`config.mk`:
```
export PLATFORM = sky130hd
export DESIGN_NAME = tce_seq
export DESIGN_NICKNAME = d
export VERILOG_FILES = /design/src/hw/rtl/tce_pkg.sv /design/src/hw/rtl/tce_seq.sv
export SDC_FILE = /design/constraint.sdc
export NUM_CORES = 1
export LEC_CHECK = 0
export BUFFER_PORTS_ARGS = -buffer_cell sky130_fd_sc_hd__buf_2
export CAP_MARGIN = 20
export CELL_PAD_IN_SITES_DETAIL_PLACEMENT = 1
export CELL_PAD_IN_SITES_GLOBAL_PLACEMENT = 1
export CORE_ASPECT_RATIO = 0.75
export CORE_MARGIN = 1
export CORE_UTILIZATION = 35
export CTS_BUF_LIST = sky130_fd_sc_hd__clkbuf_2 sky130_fd_sc_hd__clkbuf_4 sky130_fd_sc_hd__clkbuf_8
export DETAILED_ROUTE_END_ITERATION = 6
export PLACE_DENSITY = 0.68
export SLEW_MARGIN = 5
export SYNTH_ARGS = -nofsm -noshare
export SYNTH_HDL_FRONTEND = slang
export SYNTH_SLANG_ARGS = --single-unit
export TNS_END_PERCENT = 100
```
`constraint.sdc`:
```
create_clock -name clk -period 5.7 [get_ports clk]
set_input_delay 1.14 -clock clk [delete_from_list [all_inputs] [get_ports clk]]
set_output_delay 1.14 -clock clk [all_outputs]
set_load 0.03 [all_outputs]
```
`src/hw/rtl/tce_pkg.sv`:
```
// Shared types and constants for the text console editor with undo.
// Used by tce_cell_mem, tce_undo_mem, tce_seq and the top level; no dependencies.
`default_nettype none

package tce_pkg;

    localparam int REGION_CELLS_DEF = 4096;
    localparam int ROW_WIDTH_DEF    = 80;
    localparam int SCREEN_CELLS_DEF = 2000;
    localparam int TAB_CELLS_DEF    = 4;
    localparam int UNDO_DEPTH_DEF   = 4096;

    localparam logic [7:0] CODE_BS       = 8'd8;
    localparam logic [7:0] CODE_TAB      = 8'd9;
    localparam logic [7:0] CODE_NL       = 8'd10;
    localparam logic [7:0] CHAR_LOWER_Z  = 8'h7a;
    localparam logic [7:0] CHAR_UPPER_Z  = 8'h5a;
    localparam logic [7:0] DEFAULT_COLOR = 8'd7;

    localparam logic OP_KEY  = 1'b0;
    localparam logic OP_READ = 1'b1;

    // byte address of the char_color register
    localparam logic ADDR_CHAR_COLOR = 1'b0;

    typedef enum logic [1:0] {
        MARK_NONE = 2'd0,
        MARK_TAB  = 2'd1,
        MARK_NL   = 2'd2
    } mark_t;

    typedef struct packed {
        logic        opcode;
        logic [7:0]  char_code;
        logic        ctrl_held;
        logic [11:0] cell_index;
    } in_t;

    typedef struct packed {
        logic [11:0] cursor_pos;
        logic [11:0] window_start;
        logic [7:0]  cell_char;
        logic [7:0]  cell_color;
        logic [12:0] undo_depth;
        logic        ignored;
    } out_t;

    typedef struct packed {
        logic rd;
        logic we_mark;
        logic we_data;
    } cell_ctl_t;

    typedef struct packed {
        logic rd;
        logic we;
    } undo_ctl_t;

endpackage

`default_nettype wire

```
`src/hw/rtl/tce_seq.sv`:
```
// Edit sequencer: walks the cell store and undo stack one access per cycle.
// Depends on tce_pkg; drives tce_cell_mem and tce_undo_mem.
`default_nettype none

module tce_seq #(
    parameter int REGION_CELLS = tce_pkg::REGION_CELLS_DEF,
    parameter int ROW_WIDTH    = tce_pkg::ROW_WIDTH_DEF,
    parameter int SCREEN_CELLS = tce_pkg::SCREEN_CELLS_DEF,
    parameter int TAB_CELLS    = tce_pkg::TAB_CELLS_DEF,
    parameter int UNDO_DEPTH   = tce_pkg::UNDO_DEPTH_DEF,
    parameter int CW           = $clog2(REGION_CELLS),
    parameter int UAW          = $clog2(UNDO_DEPTH)
) (
    input  wire logic               clk,
    input  wire logic               rst_n,
    input  wire logic               start,
    output logic                    busy,
    input  wire tce_pkg::in_t       item,
    input  wire logic [7:0]         char_color,
    output tce_pkg::cell_ctl_t      cell_ctl,
    output logic [CW-1:0]           cell_addr,
    output tce_pkg::mark_t          cell_wmark,
    output logic [7:0]              cell_wchar,
    output logic [7:0]              cell_wcolor,
    input  wire logic [1:0]         cell_rmark,
    input  wire logic [7:0]         cell_rchar,
    input  wire logic [7:0]         cell_rcolor,
    output tce_pkg::undo_ctl_t      undo_ctl,
    output logic [UAW-1:0]          undo_addr,
    output logic [7:0]              undo_wdata,
    input  wire logic [7:0]         undo_rdata,
    output logic                    done,
    output tce_pkg::out_t           result
);

    localparam int COLW = $clog2(ROW_WIDTH);
    localparam int UW   = $clog2(UNDO_DEPTH + 1);
    localparam int TCW  = $clog2(TAB_CELLS + 1);

    localparam logic [COLW-1:0] COL_LAST = COLW'(ROW_WIDTH - 1);
    localparam logic [CW-1:0]   CELL_LAST = CW'(REGION_CELLS - 1);
    localparam logic [TCW-1:0]  TAB_LAST = TCW'(TAB_CELLS - 1);

    typedef enum logic [14:0] {
        S_CLEAR     = 15'b000000000000001,
        S_IDLE      = 15'b000000000000010,
        S_RD_WAIT   = 15'b000000000000100,
        S_DISPATCH  = 15'b000000000001000,
        S_UNDO_WAIT = 15'b000000000010000,
        S_TAB_FWD   = 15'b000000000100000,
        S_NL_FWD    = 15'b000000001000000,
        S_BS_WAIT   = 15'b000000010000000,
        S_BS_TAB    = 15'b000000100000000,
        S_SRCH_RD   = 15'b000001000000000,
        S_SRCH_CHK  = 15'b000010000000000,
        S_NL_BLANK  = 15'b000100000000000,
        S_SCROLL    = 15'b001000000000000,
        S_DONE      = 15'b010000000000000,
        S_SPARE     = 15'b100000000000000
    } state_t;

    state_t          state_reg, state_next;
    logic [CW-1:0]   cursor_reg, cursor_next;
    logic [COLW-1:0] col_reg, col_next;
    logic [CW-1:0]   view_reg, view_next;
    logic [UW-1:0]   ucnt_reg, ucnt_next;
    logic [7:0]      ch_reg, ch_next;
    logic            ctrl_reg, ctrl_next;
    logic            replay_reg, replay_next;
    logic            ign_reg, ign_next;
    logic [7:0]      rdc_reg, rdc_next;
    logic [7:0]      rdcol_reg, rdcol_next;
    logic [CW-1:0]   s_reg, s_next;
    logic [COLW-1:0] scol_reg, scol_next;
    logic [TCW-1:0]  cnt_reg, cnt_next;
    logic            first_reg, first_next;
    logic [CW-1:0]   clr_reg, clr_next;

    logic            push_req;
    logic [7:0]      push_code;
    logic            pop_req;
    logic [CW-1:0]   pos;
    logic [COLW-1:0] col_inc, col_dec;
    logic            room_char, room_tab, room_nl;
    logic            is_undo;
    logic            rd_in_region;
    logic            scroll_go;

    assign pos     = cursor_reg - CW'(1);
    assign col_inc = (col_reg == COL_LAST) ? '0 : col_reg + COLW'(1);
    assign col_dec = (col_reg == '0) ? COL_LAST : col_reg - COLW'(1);

    assign room_char = 32'(cursor_reg) < 32'(REGION_CELLS - 1);
    assign room_tab  = 32'(cursor_reg) < 32'(REGION_CELLS - TAB_CELLS);
    assign room_nl   = 32'(cursor_reg) < 32'(REGION_CELLS - ROW_WIDTH);
    assign is_undo   = ((ch_reg == tce_pkg::CHAR_LOWER_Z) || (ch_reg == tce_pkg::CHAR_UPPER_Z))
                       && ctrl_reg && !replay_reg;
    assign rd_in_region = 32'(item.cell_index) < 32'(REGION_CELLS);
    assign scroll_go = (32'(cursor_reg) >= 32'(view_reg) + 32'(SCREEN_CELLS))
                       && (32'(view_reg) + 32'(SCREEN_CELLS) < 32'(REGION_CELLS));

    assign busy = (state_reg != S_IDLE);

    always_comb
    begin
        state_next  = state_reg;
        cursor_next = cursor_reg;
        col_next    = col_reg;
        view_next   = view_reg;
        ucnt_next   = ucnt_reg;
        ch_next     = ch_reg;
        ctrl_next   = ctrl_reg;
        replay_next = replay_reg;
        ign_next    = ign_reg;
        rdc_next    = rdc_reg;
        rdcol_next  = rdcol_reg;
        s_next      = s_reg;
        scol_next   = scol_reg;
        cnt_next    = cnt_reg;
        first_next  = first_reg;
        clr_next    = clr_reg;

        cell_ctl    = '0;
        cell_addr   = cursor_reg;
        cell_wmark  = tce_pkg::MARK_NONE;
        cell_wchar  = 8'd0;
        cell_wcolor = char_color;
        push_req    = 1'b0;
        push_code   = tce_pkg::CODE_BS;
        pop_req     = 1'b0;
        done        = 1'b0;

        unique case (state_reg)
            S_CLEAR:
            begin
                cell_ctl.we_mark = 1'b1;
                cell_ctl.we_data = 1'b1;
                cell_addr        = clr_reg;
                cell_wcolor      = tce_pkg::DEFAULT_COLOR;
                clr_next         = clr_reg + CW'(1);
                if (clr_reg == CELL_LAST)
                begin
                    state_next = S_IDLE;
                end
            end
            S_IDLE:
            begin
                if (start)
                begin
                    ch_next     = item.char_code;
                    ctrl_next   = item.ctrl_held;
                    replay_next = 1'b0;
                    ign_next    = 1'b0;
                    rdc_next    = 8'd0;
                    rdcol_next  = 8'd0;
                    if (item.opcode == tce_pkg::OP_READ)
                    begin
                        cell_ctl.rd = rd_in_region;
                        cell_addr   = CW'(item.cell_index);
                        first_next  = rd_in_region;
                        state_next  = S_RD_WAIT;
                    end
                    else
                    begin
                        state_next = S_DISPATCH;
                    end
                end
            end
            S_RD_WAIT:
            begin
                if (first_reg)
                begin
                    rdc_next   = cell_rchar;
                    rdcol_next = cell_rcolor;
                end
                state_next = S_DONE;
            end
            S_DISPATCH:
            begin
                priority if (ch_reg == tce_pkg::CODE_TAB)
                begin
                    if (room_tab)
                    begin
                        cnt_next   = '0;
                        state_next = S_TAB_FWD;
                    end
                    else
                    begin
                        ign_next   = !replay_reg;
                        state_next = S_SCROLL;
                    end
                end
                else if (ch_reg == tce_pkg::CODE_NL)
                begin
                    if (room_nl)
                    begin
                        first_next = 1'b1;
                        state_next = S_NL_FWD;
                    end
                    else
                    begin
                        ign_next   = !replay_reg;
                        state_next = S_SCROLL;
                    end
                end
                else if (ch_reg == tce_pkg::CODE_BS)
                begin
                    if (cursor_reg == '0)
                    begin
                        ign_next   = !replay_reg;
                        state_next = S_SCROLL;
                    end
                    else
                    begin
                        cell_ctl.rd = 1'b1;
                        cell_addr   = pos;
                        state_next  = S_BS_WAIT;
                    end
                end
                else if (is_undo)
                begin
                    if (ucnt_reg == '0)
                    begin
                        ign_next   = 1'b1;
                        state_next = S_SCROLL;
                    end
                    else
                    begin
                        pop_req    = 1'b1;
                        ucnt_next  = ucnt_reg - UW'(1);
                        state_next = S_UNDO_WAIT;
                    end
                end
                else
                begin
                    if (room_char)
                    begin
                        cell_ctl.we_mark = 1'b1;
                        cell_ctl.we_data = 1'b1;
                        cell_wchar       = ch_reg;
                        cursor_next      = cursor_reg + CW'(1);
                        col_next         = col_inc;
                        push_req         = 1'b1;
                    end
                    else
                    begin
                        ign_next = !replay_reg;
                    end
                    state_next = S_SCROLL;
                end
            end
            S_UNDO_WAIT:
            begin
                // replay the popped code as an unrecorded edit
                ch_next     = undo_rdata;
                ctrl_next   = 1'b0;
                replay_next = 1'b1;
                state_next  = S_DISPATCH;
            end
            S_TAB_FWD:
            begin
                cell_ctl.we_mark = 1'b1;
                cell_ctl.we_data = 1'b1;
                cell_wmark       = tce_pkg::MARK_TAB;
                cursor_next      = cursor_reg + CW'(1);
                col_next         = col_inc;
                cnt_next         = cnt_reg + TCW'(1);
                if (cnt_reg == TAB_LAST)
                begin
                    push_req   = 1'b1;
                    state_next = S_SCROLL;
                end
            end
            S_NL_FWD:
            begin
                // mark start and row end, clear marks between; data untouched
                cell_ctl.we_mark = 1'b1;
                cell_wmark       = (first_reg || (col_reg == COL_LAST)) ?
                                   tce_pkg::MARK_NL : tce_pkg::MARK_NONE;
                first_next       = 1'b0;
                cursor_next      = cursor_reg + CW'(1);
                col_next         = col_inc;
                if (col_reg == COL_LAST)
                begin
                    push_req   = 1'b1;
                    state_next = S_SCROLL;
                end
            end
            S_BS_WAIT:
            begin
                priority if (cell_rmark == tce_pkg::MARK_TAB)
                begin
                    cnt_next   = '0;
                    state_next = S_BS_TAB;
                end
                else if (cell_rmark == tce_pkg::MARK_NL)
                begin
                    s_next     = pos;
                    scol_next  = col_dec;
                    state_next = S_SRCH_RD;
                end
                else
                begin
                    cell_ctl.we_data = 1'b1;
                    cell_addr        = pos;
                    cursor_next      = pos;
                    col_next         = col_dec;
                    push_req         = 1'b1;
                    push_code        = cell_rchar;
                    state_next       = S_SCROLL;
                end
            end
            S_BS_TAB:
            begin
                if (cursor_reg == '0)
                begin
                    push_req   = 1'b1;
                    push_code  = tce_pkg::CODE_TAB;
                    state_next = S_SCROLL;
                end
                else
                begin
                    cell_ctl.we_mark = 1'b1;
                    cell_ctl.we_data = 1'b1;
                    cell_addr        = pos;
                    cursor_next      = pos;
                    col_next         = col_dec;
                    cnt_next         = cnt_reg + TCW'(1);
                    if (cnt_reg == TAB_LAST)
                    begin
                        push_req   = 1'b1;
                        push_code  = tce_pkg::CODE_TAB;
                        state_next = S_SCROLL;
                    end
                end
            end
            S_SRCH_RD:
            begin
                if (scol_reg == '0)
                begin
                    // no start mark in this row: back up one cell only
                    s_next     = pos;
                    state_next = S_NL_BLANK;
                end
                else
                begin
                    cell_ctl.rd = 1'b1;
                    cell_addr   = s_reg - CW'(1);
                    s_next      = s_reg - CW'(1);
                    scol_next   = scol_reg - COLW'(1);
                    state_next  = S_SRCH_CHK;
                end
            end
            S_SRCH_CHK:
            begin
                state_next = (cell_rmark == tce_pkg::MARK_NL) ? S_NL_BLANK : S_SRCH_RD;
            end
            S_NL_BLANK:
            begin
                cell_ctl.we_mark = 1'b1;
                cell_ctl.we_data = (pos != s_reg);
                cell_addr        = pos;
                cursor_next      = pos;
                col_next         = col_dec;
                if (pos == s_reg)
                begin
                    push_req   = 1'b1;
                    push_code  = tce_pkg::CODE_NL;
                    state_next = S_SCROLL;
                end
            end
            S_SCROLL:
            begin
                if (scroll_go)
                begin
                    view_next = view_reg + CW'(ROW_WIDTH);
                end
                else
                begin
                    state_next = S_DONE;
                end
            end
            S_DONE:
            begin
                done       = 1'b1;
                state_next = S_IDLE;
            end
            default:
            begin
                state_next = S_IDLE;
            end
        endcase

        // record the inverse edit; drop it on replay or a full stack
        undo_ctl   = '0;
        undo_addr  = UAW'(ucnt_reg);
        undo_wdata = push_code;
        if (pop_req)
        begin
            undo_ctl.rd = 1'b1;
            undo_addr   = UAW'(ucnt_reg - UW'(1));
        end
        else if (push_req && !replay_reg && (32'(ucnt_reg) < 32'(UNDO_DEPTH)))
        begin
            undo_ctl.we = 1'b1;
            ucnt_next   = ucnt_reg + UW'(1);
        end
    end

    always_comb
    begin
        result.cursor_pos   = 12'(cursor_reg);
        result.window_start = 12'(view_reg);
        result.cell_char    = rdc_reg;
        result.cell_color   = rdcol_reg;
        result.undo_depth   = 13'(ucnt_reg);
        result.ignored      = ign_reg;
    end

    always_ff @(posedge clk or negedge rst_n)
    begin
        if (!rst_n)
        begin
            state_reg  <= S_CLEAR;
            cursor_reg <= '0;
            col_reg    <= '0;
            view_reg   <= '0;
            ucnt_reg   <= '0;
            clr_reg    <= '0;
            replay_reg <= 1'b0;
            ign_reg    <= 1'b0;
            first_reg  <= 1'b0;
            cnt_reg    <= '0;
        end
        else
        begin
            state_reg  <= state_next;
            cursor_reg <= cursor_next;
            col_reg    <= col_next;
            view_reg   <= view_next;
            ucnt_reg   <= ucnt_next;
            clr_reg    <= clr_next;
            replay_reg <= replay_next;
            ign_reg    <= ign_next;
            first_reg  <= first_next;
            cnt_reg    <= cnt_next;
        end
    end

    always_ff @(posedge clk)
    begin
        ch_reg    <= ch_next;
        ctrl_reg  <= ctrl_next;
        rdc_reg   <= rdc_next;
        rdcol_reg <= rdcol_next;
        s_reg     <= s_next;
        scol_reg  <= scol_next;
    end

endmodule

`default_nettype wire

```
# After elaboration in Yosys (flattened, before gate mapping)

Index checks and enable logic that the tools add are counted.

Word-level logic and storage cells: 269
ROM bits: 0
Memory bits (writable): 0
Flip-flop bits (word level): 121
Input bits: 59
Bits in latches: 0
Memories kept: 0

Bitwise logic cells: 0
Reduce and logical (&&, ||, !) cells: 33
Equality and inequality tests: 54
Add/sub/neg operators: 12
Multiplexer cells: 148
$lt $le $gt $ge: 6
Shift-type cells: 0
Divide/modulo/power cells: 0
$mul: 0

Operator list:

| operator                                           | count |
|---|---|
| 2-to-1 mux 12 bit                                  | 20 |
| one-hot mux 15 bit (13 select lines)               | 1 |
| 2-to-1 mux 13 bit                                  | 14 |
| 2-to-1 mux 15 bit                                  | 11 |
| 2-to-1 mux 8 bit                                   | 14 |
| 2-to-1 mux 7 bit                                   | 13 |
| one-hot mux 12 bit (7 select lines)                | 1 |
| one-hot mux 12 bit (5 select lines)                | 1 |
| one-hot mux 8 bit (2 select lines)                 | 3 |
| != test 2 bit, second input constant               | 22 |
| 2-to-1 mux 1 bit                                   | 43 |
| less-than comparator 12 bit, second input constant | 3 |
| one-hot mux 7 bit (5 select lines)                 | 1 |
| >= comparator 12 x 32 -> 1 bit                     | 1 |
| less-than comparator 13 bit, second input constant | 2 |
| adder 12 x 1 -> 12 bit, second input constant      | 2 |
| == test 8 x 4 -> 1 bit, second input constant      | 3 |
| one-hot mux 12 bit (2 select lines)                | 1 |
| one-hot mux 8 bit (3 select lines)                 | 1 |
| subtractor 12 x 1 -> 12 bit, second input constant | 2 |
| 2-to-1 mux 3 bit                                   | 6 |
| == test 8 x 7 -> 1 bit, second input constant      | 2 |
| == test 15 x 1 -> 1 bit, second input constant     | 1 |
| == test 15 x 10 -> 1 bit, second input constant    | 1 |
| other kinds (59)                                   | 84 |

# Depth between registers and ports, before layout

Depth after elaboration: 13
Mapped depth: 13

# Worst setup path after synthesis

No wires, ideal clock.

Path type: reg2out
From: register state_reg[5]
To: output port cell_addr[9]
Stages on the path, launching flop included: 10
Setup slack: 1.086 ns
Arrival time: 3.474 ns
Buffers on the path: 3
Cell sequence: dfrtp_1 > buf_2 > or4_1 > buf_2 > or4_4 > or2_2 > buf_2 > nor2_2 > nor2_1 > o311ai_0

Cells in the longest elaborated chain, start to end: 2
Elaborated cells on any way between the ends: 8

RTL lines:

| what                                                   | RTL line       | text |
|---|---|---|
| start, declared                                        | tce_seq.sv:62  | `state_t state_reg, state_next;` |
| start signal, assigned                                 | tce_seq.sv:437 | `state_reg <= state_next;` |
| == test 15 x 12 -> 1 bit, or another cell as far along | tce_seq.sv:133 | `unique case (state_reg)` |
| one-hot mux 12 bit (7 select lines) *                  | tce_seq.sv:133 |  |
| end, declared                                          | tce_seq.sv:21  | `output logic [CW-1:0] cell_addr,` |

Every way passes the cells marked *; elsewhere a longest branch is shown, timed or not.

# Final worst setup path

Ends and elaborated chain as after synthesis.

==> summary.txt <==
# port buffers: 165
Sw Share: 34.2%
Cell Int Power: 0.00157 W
Via count: 8344
Most frequent cell after synthesis: nand2_1
Die X: 183 um
Clock Path Buffers: 2
Main flop type after synthesis: dfrtp_1
Distinct cells, synth: 81
Nets: 1217
Maximum VDD drop: 0.140 mV
Max reg flops: 15
Comb power frac: 24.6%
Mapped Area: 8630 um2
TNS Setup: 0 ns
Number of global-route vias before repair: 8161
Top cells by area, synth: dfrtp_1 21%, edfxtp_1 15%, xnor2_1 5.5%
Starting Density: 35.8%
Max incr delay on CP: 0.69 ns
Syn avg cell area: 8.68 um2
Final HPWL DP: 23600 um
Mapped Cells: 995
Setup-failing EPs final: 0
Drt wl/cell: 21.0 um
Hold-fix buffers at CTS: 0
Clock Root Buffer: clkbuf_8
Diodes inserted: 0
Rel. slew slack: 23.2%
Critical Path AT: 4.05 ns
Tcrit/Tclk final: 91.1%
CTS sink cnt: 117
Status: complete, but fails checks
Top Family by Delay on Critical Path: simple AND/OR/NAND/NOR gates
DRC: 1
Worst-skew pair later-pin latency: 0.47 ns
Synth area leader: dfrtp_1
WP buf/inv: 1
Ys async rst share: 62.4%
P&R area growth vs syn: 17.7%
Critical path, cell by cell: or4_1 > or4_4 > or2_2 > nor2_2 > nor2_1 > o311ai_0 > buf_2
CP Class: reg2out
Register bit total from synthesis: 117
Top cells by count, synth: 98 x nand2_1, 80 x nor2_1, 72 x dfrtp_1
NetSw: 0.000814 W
Starting DRT DRC Count: 677
PD cells: 235 nW/um2
Sequential cell area fraction in the yosys report: 36.5%
Rows: 49
RSZ-0062 raised after global routing: false
Crit-path max FO: 10
Yosys top cell area share: 20.9%
First-pass GRT wire length: 47700 um
Maxcap violations: 0
Clock power share: 33.8%
CTS Buf Count: 17
Die area: 25300 um2
Wirelength, routed: 31000 um
R2R cell count: 9
Ports: 170
H-tree levels: 4
Actual slew at the worst max-slew pin: 1.15 ns
Gpl congestion: 0.902
Post-CTS Setup Inserts: 0
Post-synth EDFFs: 44
Final Hold Viols: 0
Worst path slowest cell: or4_1
Sequential group share of total power: 41.6%
Total power: 0.00238 W
Max Slew Vio Count: 0
Clk slew on worst S/H paths: 0.07 ns
Crit start category: flop
Leakage: 4.51 nW
WHS: 0.441 ns
Vias/cell: 5.65
Layout cells sized above 1: 23.0%
Max Fclk: 0.193 GHz
Reg-to-reg startpoint: cursor_reg[0]$_DFFE_PN0P_
Final min period: 5.19 ns
GRT overflow: 0
Setup Skew: 0.00842 ns
Failing checks: DRC
WP data required: 4.56 ns
CORE AREA: 24100 um2
Post-CTS Resized: 0
Worst min-delay path category: in2async
R2R Path End: cursor_reg[4]$_DFFE_PN0P_
Non-Filler Instances: 1478
Die H: 138 um
Largest net degree at the start of global routing: 73
Placed Instances: 1445
Router iterations before antenna repair: 7
Routed Antenna Nets: 0
GR Util All Layers: 24.8%
CTS tree: built
Initial antenna violation count: 2
Ys Warns: 0
CP endpoint kind: output pin
Reg2reg setup slack: 1.52 ns
[per-layer routing]
layer	GRT usage [%]	share of wire (%)
met2	36.3	43
met3	5.93	7.5
met4	5.22	0.83
met5	0	0.029
met1	36.7	49
[layout make-up]
| cell class | count | area (um2) |
|---|---|---|
| repair buffers | 189 | 1020 |
| clock inverters | 9 | 101 |
| fillers | 2912 | 13900 |
| clock buffers | 23 | 298 |
| flip-flops and latches | 117 | 3150 |
| well taps | 331 | 414 |
| multi-input cells | 782 | 5070 |
| inverters | 27 | 101 |
[power by group through the flow]
stage          clock network, W  registers, W  logic [W]
6_report               0.000806      0.000991   0.000586
3_5_place_dp                  0       0.00101   0.000583
4_1_cts                0.000825      0.000991   0.000586
5_1_grt                0.000865       0.00100   0.000634
2_1_floorplan                 0       0.00102   0.000375
3_3_place_gp                  0       0.00100   0.000573
[placed cells by master, fill, tap and decap left out, types with 6 or more instances in the layout]
master	n
and3_1	20
a31oi_1	9
mux2i_1	6
nor2b_1	11
buf_2	164
edfxtp_1	44
or4_1	14
xnor2_1	54
xor2_1	34
o21ai_0	55
or3_1	13
buf_4	24
or2_2	7
nor4_1	20
nand2_1	98
clkbuf_8	20
and2_1	34
nor3_1	40
inv_1	27
o31ai_1	8
nand4b_1	8
mux2_2	18
a21oi_1	44
nor3b_1	6
a22o_1	6
nand2b_1	8
ha_1	24
o31a_1	6
nand4_1	18
nand3_1	34
dfrtp_1	72
a222oi_1	8
nor2_1	80
a221o_1	6
[metrics by stage]
step	utilization (%)	area [um2]	setup slack [ns]
5_1_grt	42.2	10200	0.279
6_report	42.2	10200	0.507
4_1_cts	42.1	10100	0.505
3_3_place_gp	40.4	9740	0.947
2_1_floorplan	-	8650	1.09
3_5_place_dp	40.4	9740	0.928
[worst max path at each step]
stage                             startpoint  slack [ns]  cells past startpoint            to
finish              state_reg[5]$_DFFE_PN0P_        0.51                      7  cell_addr[9]
global route        state_reg[1]$_DFFE_PN0P_        0.28                      8  cell_addr[9]
CTS                 state_reg[5]$_DFFE_PN0P_        0.50                      7  cell_addr[9]
detailed placement             cell_rmark[0]        0.93                      9  cell_addr[9]
global placement               cell_rmark[0]        0.95                      9  cell_addr[9]
floorplan           state_reg[5]$_DFFE_PN0P_        1.09                      9  cell_addr[9]
[worst register-to-register path: stages, from the launching register on]
cell and delay (ns):
dfrtp_1 0.61, ha_1 0.29, nand3_1 0.20, nor4b_1 1.01, a21oi_1 0.17, and3_1 0.44, nand2b_1 0.46, nand2_2 0.53
o21ai_0 0.19, a22oi_1 0.20
[cell families after synthesis]
kind of cell,count (synthesis),share of synthesized area (%)
flip-flops,117,36.5
XOR/XNOR,89,9.20
buffers and inverters,100,5.03
multiplexers,24,3.04
AO/OA/AOI/OAI,199,15.3
other,1,0.0434
adder cells (fa/ha/maj),24,3.48
AND/OR/NAND/NOR,441,27.4
No activity file was read; power rests on OpenSTA's default activity.
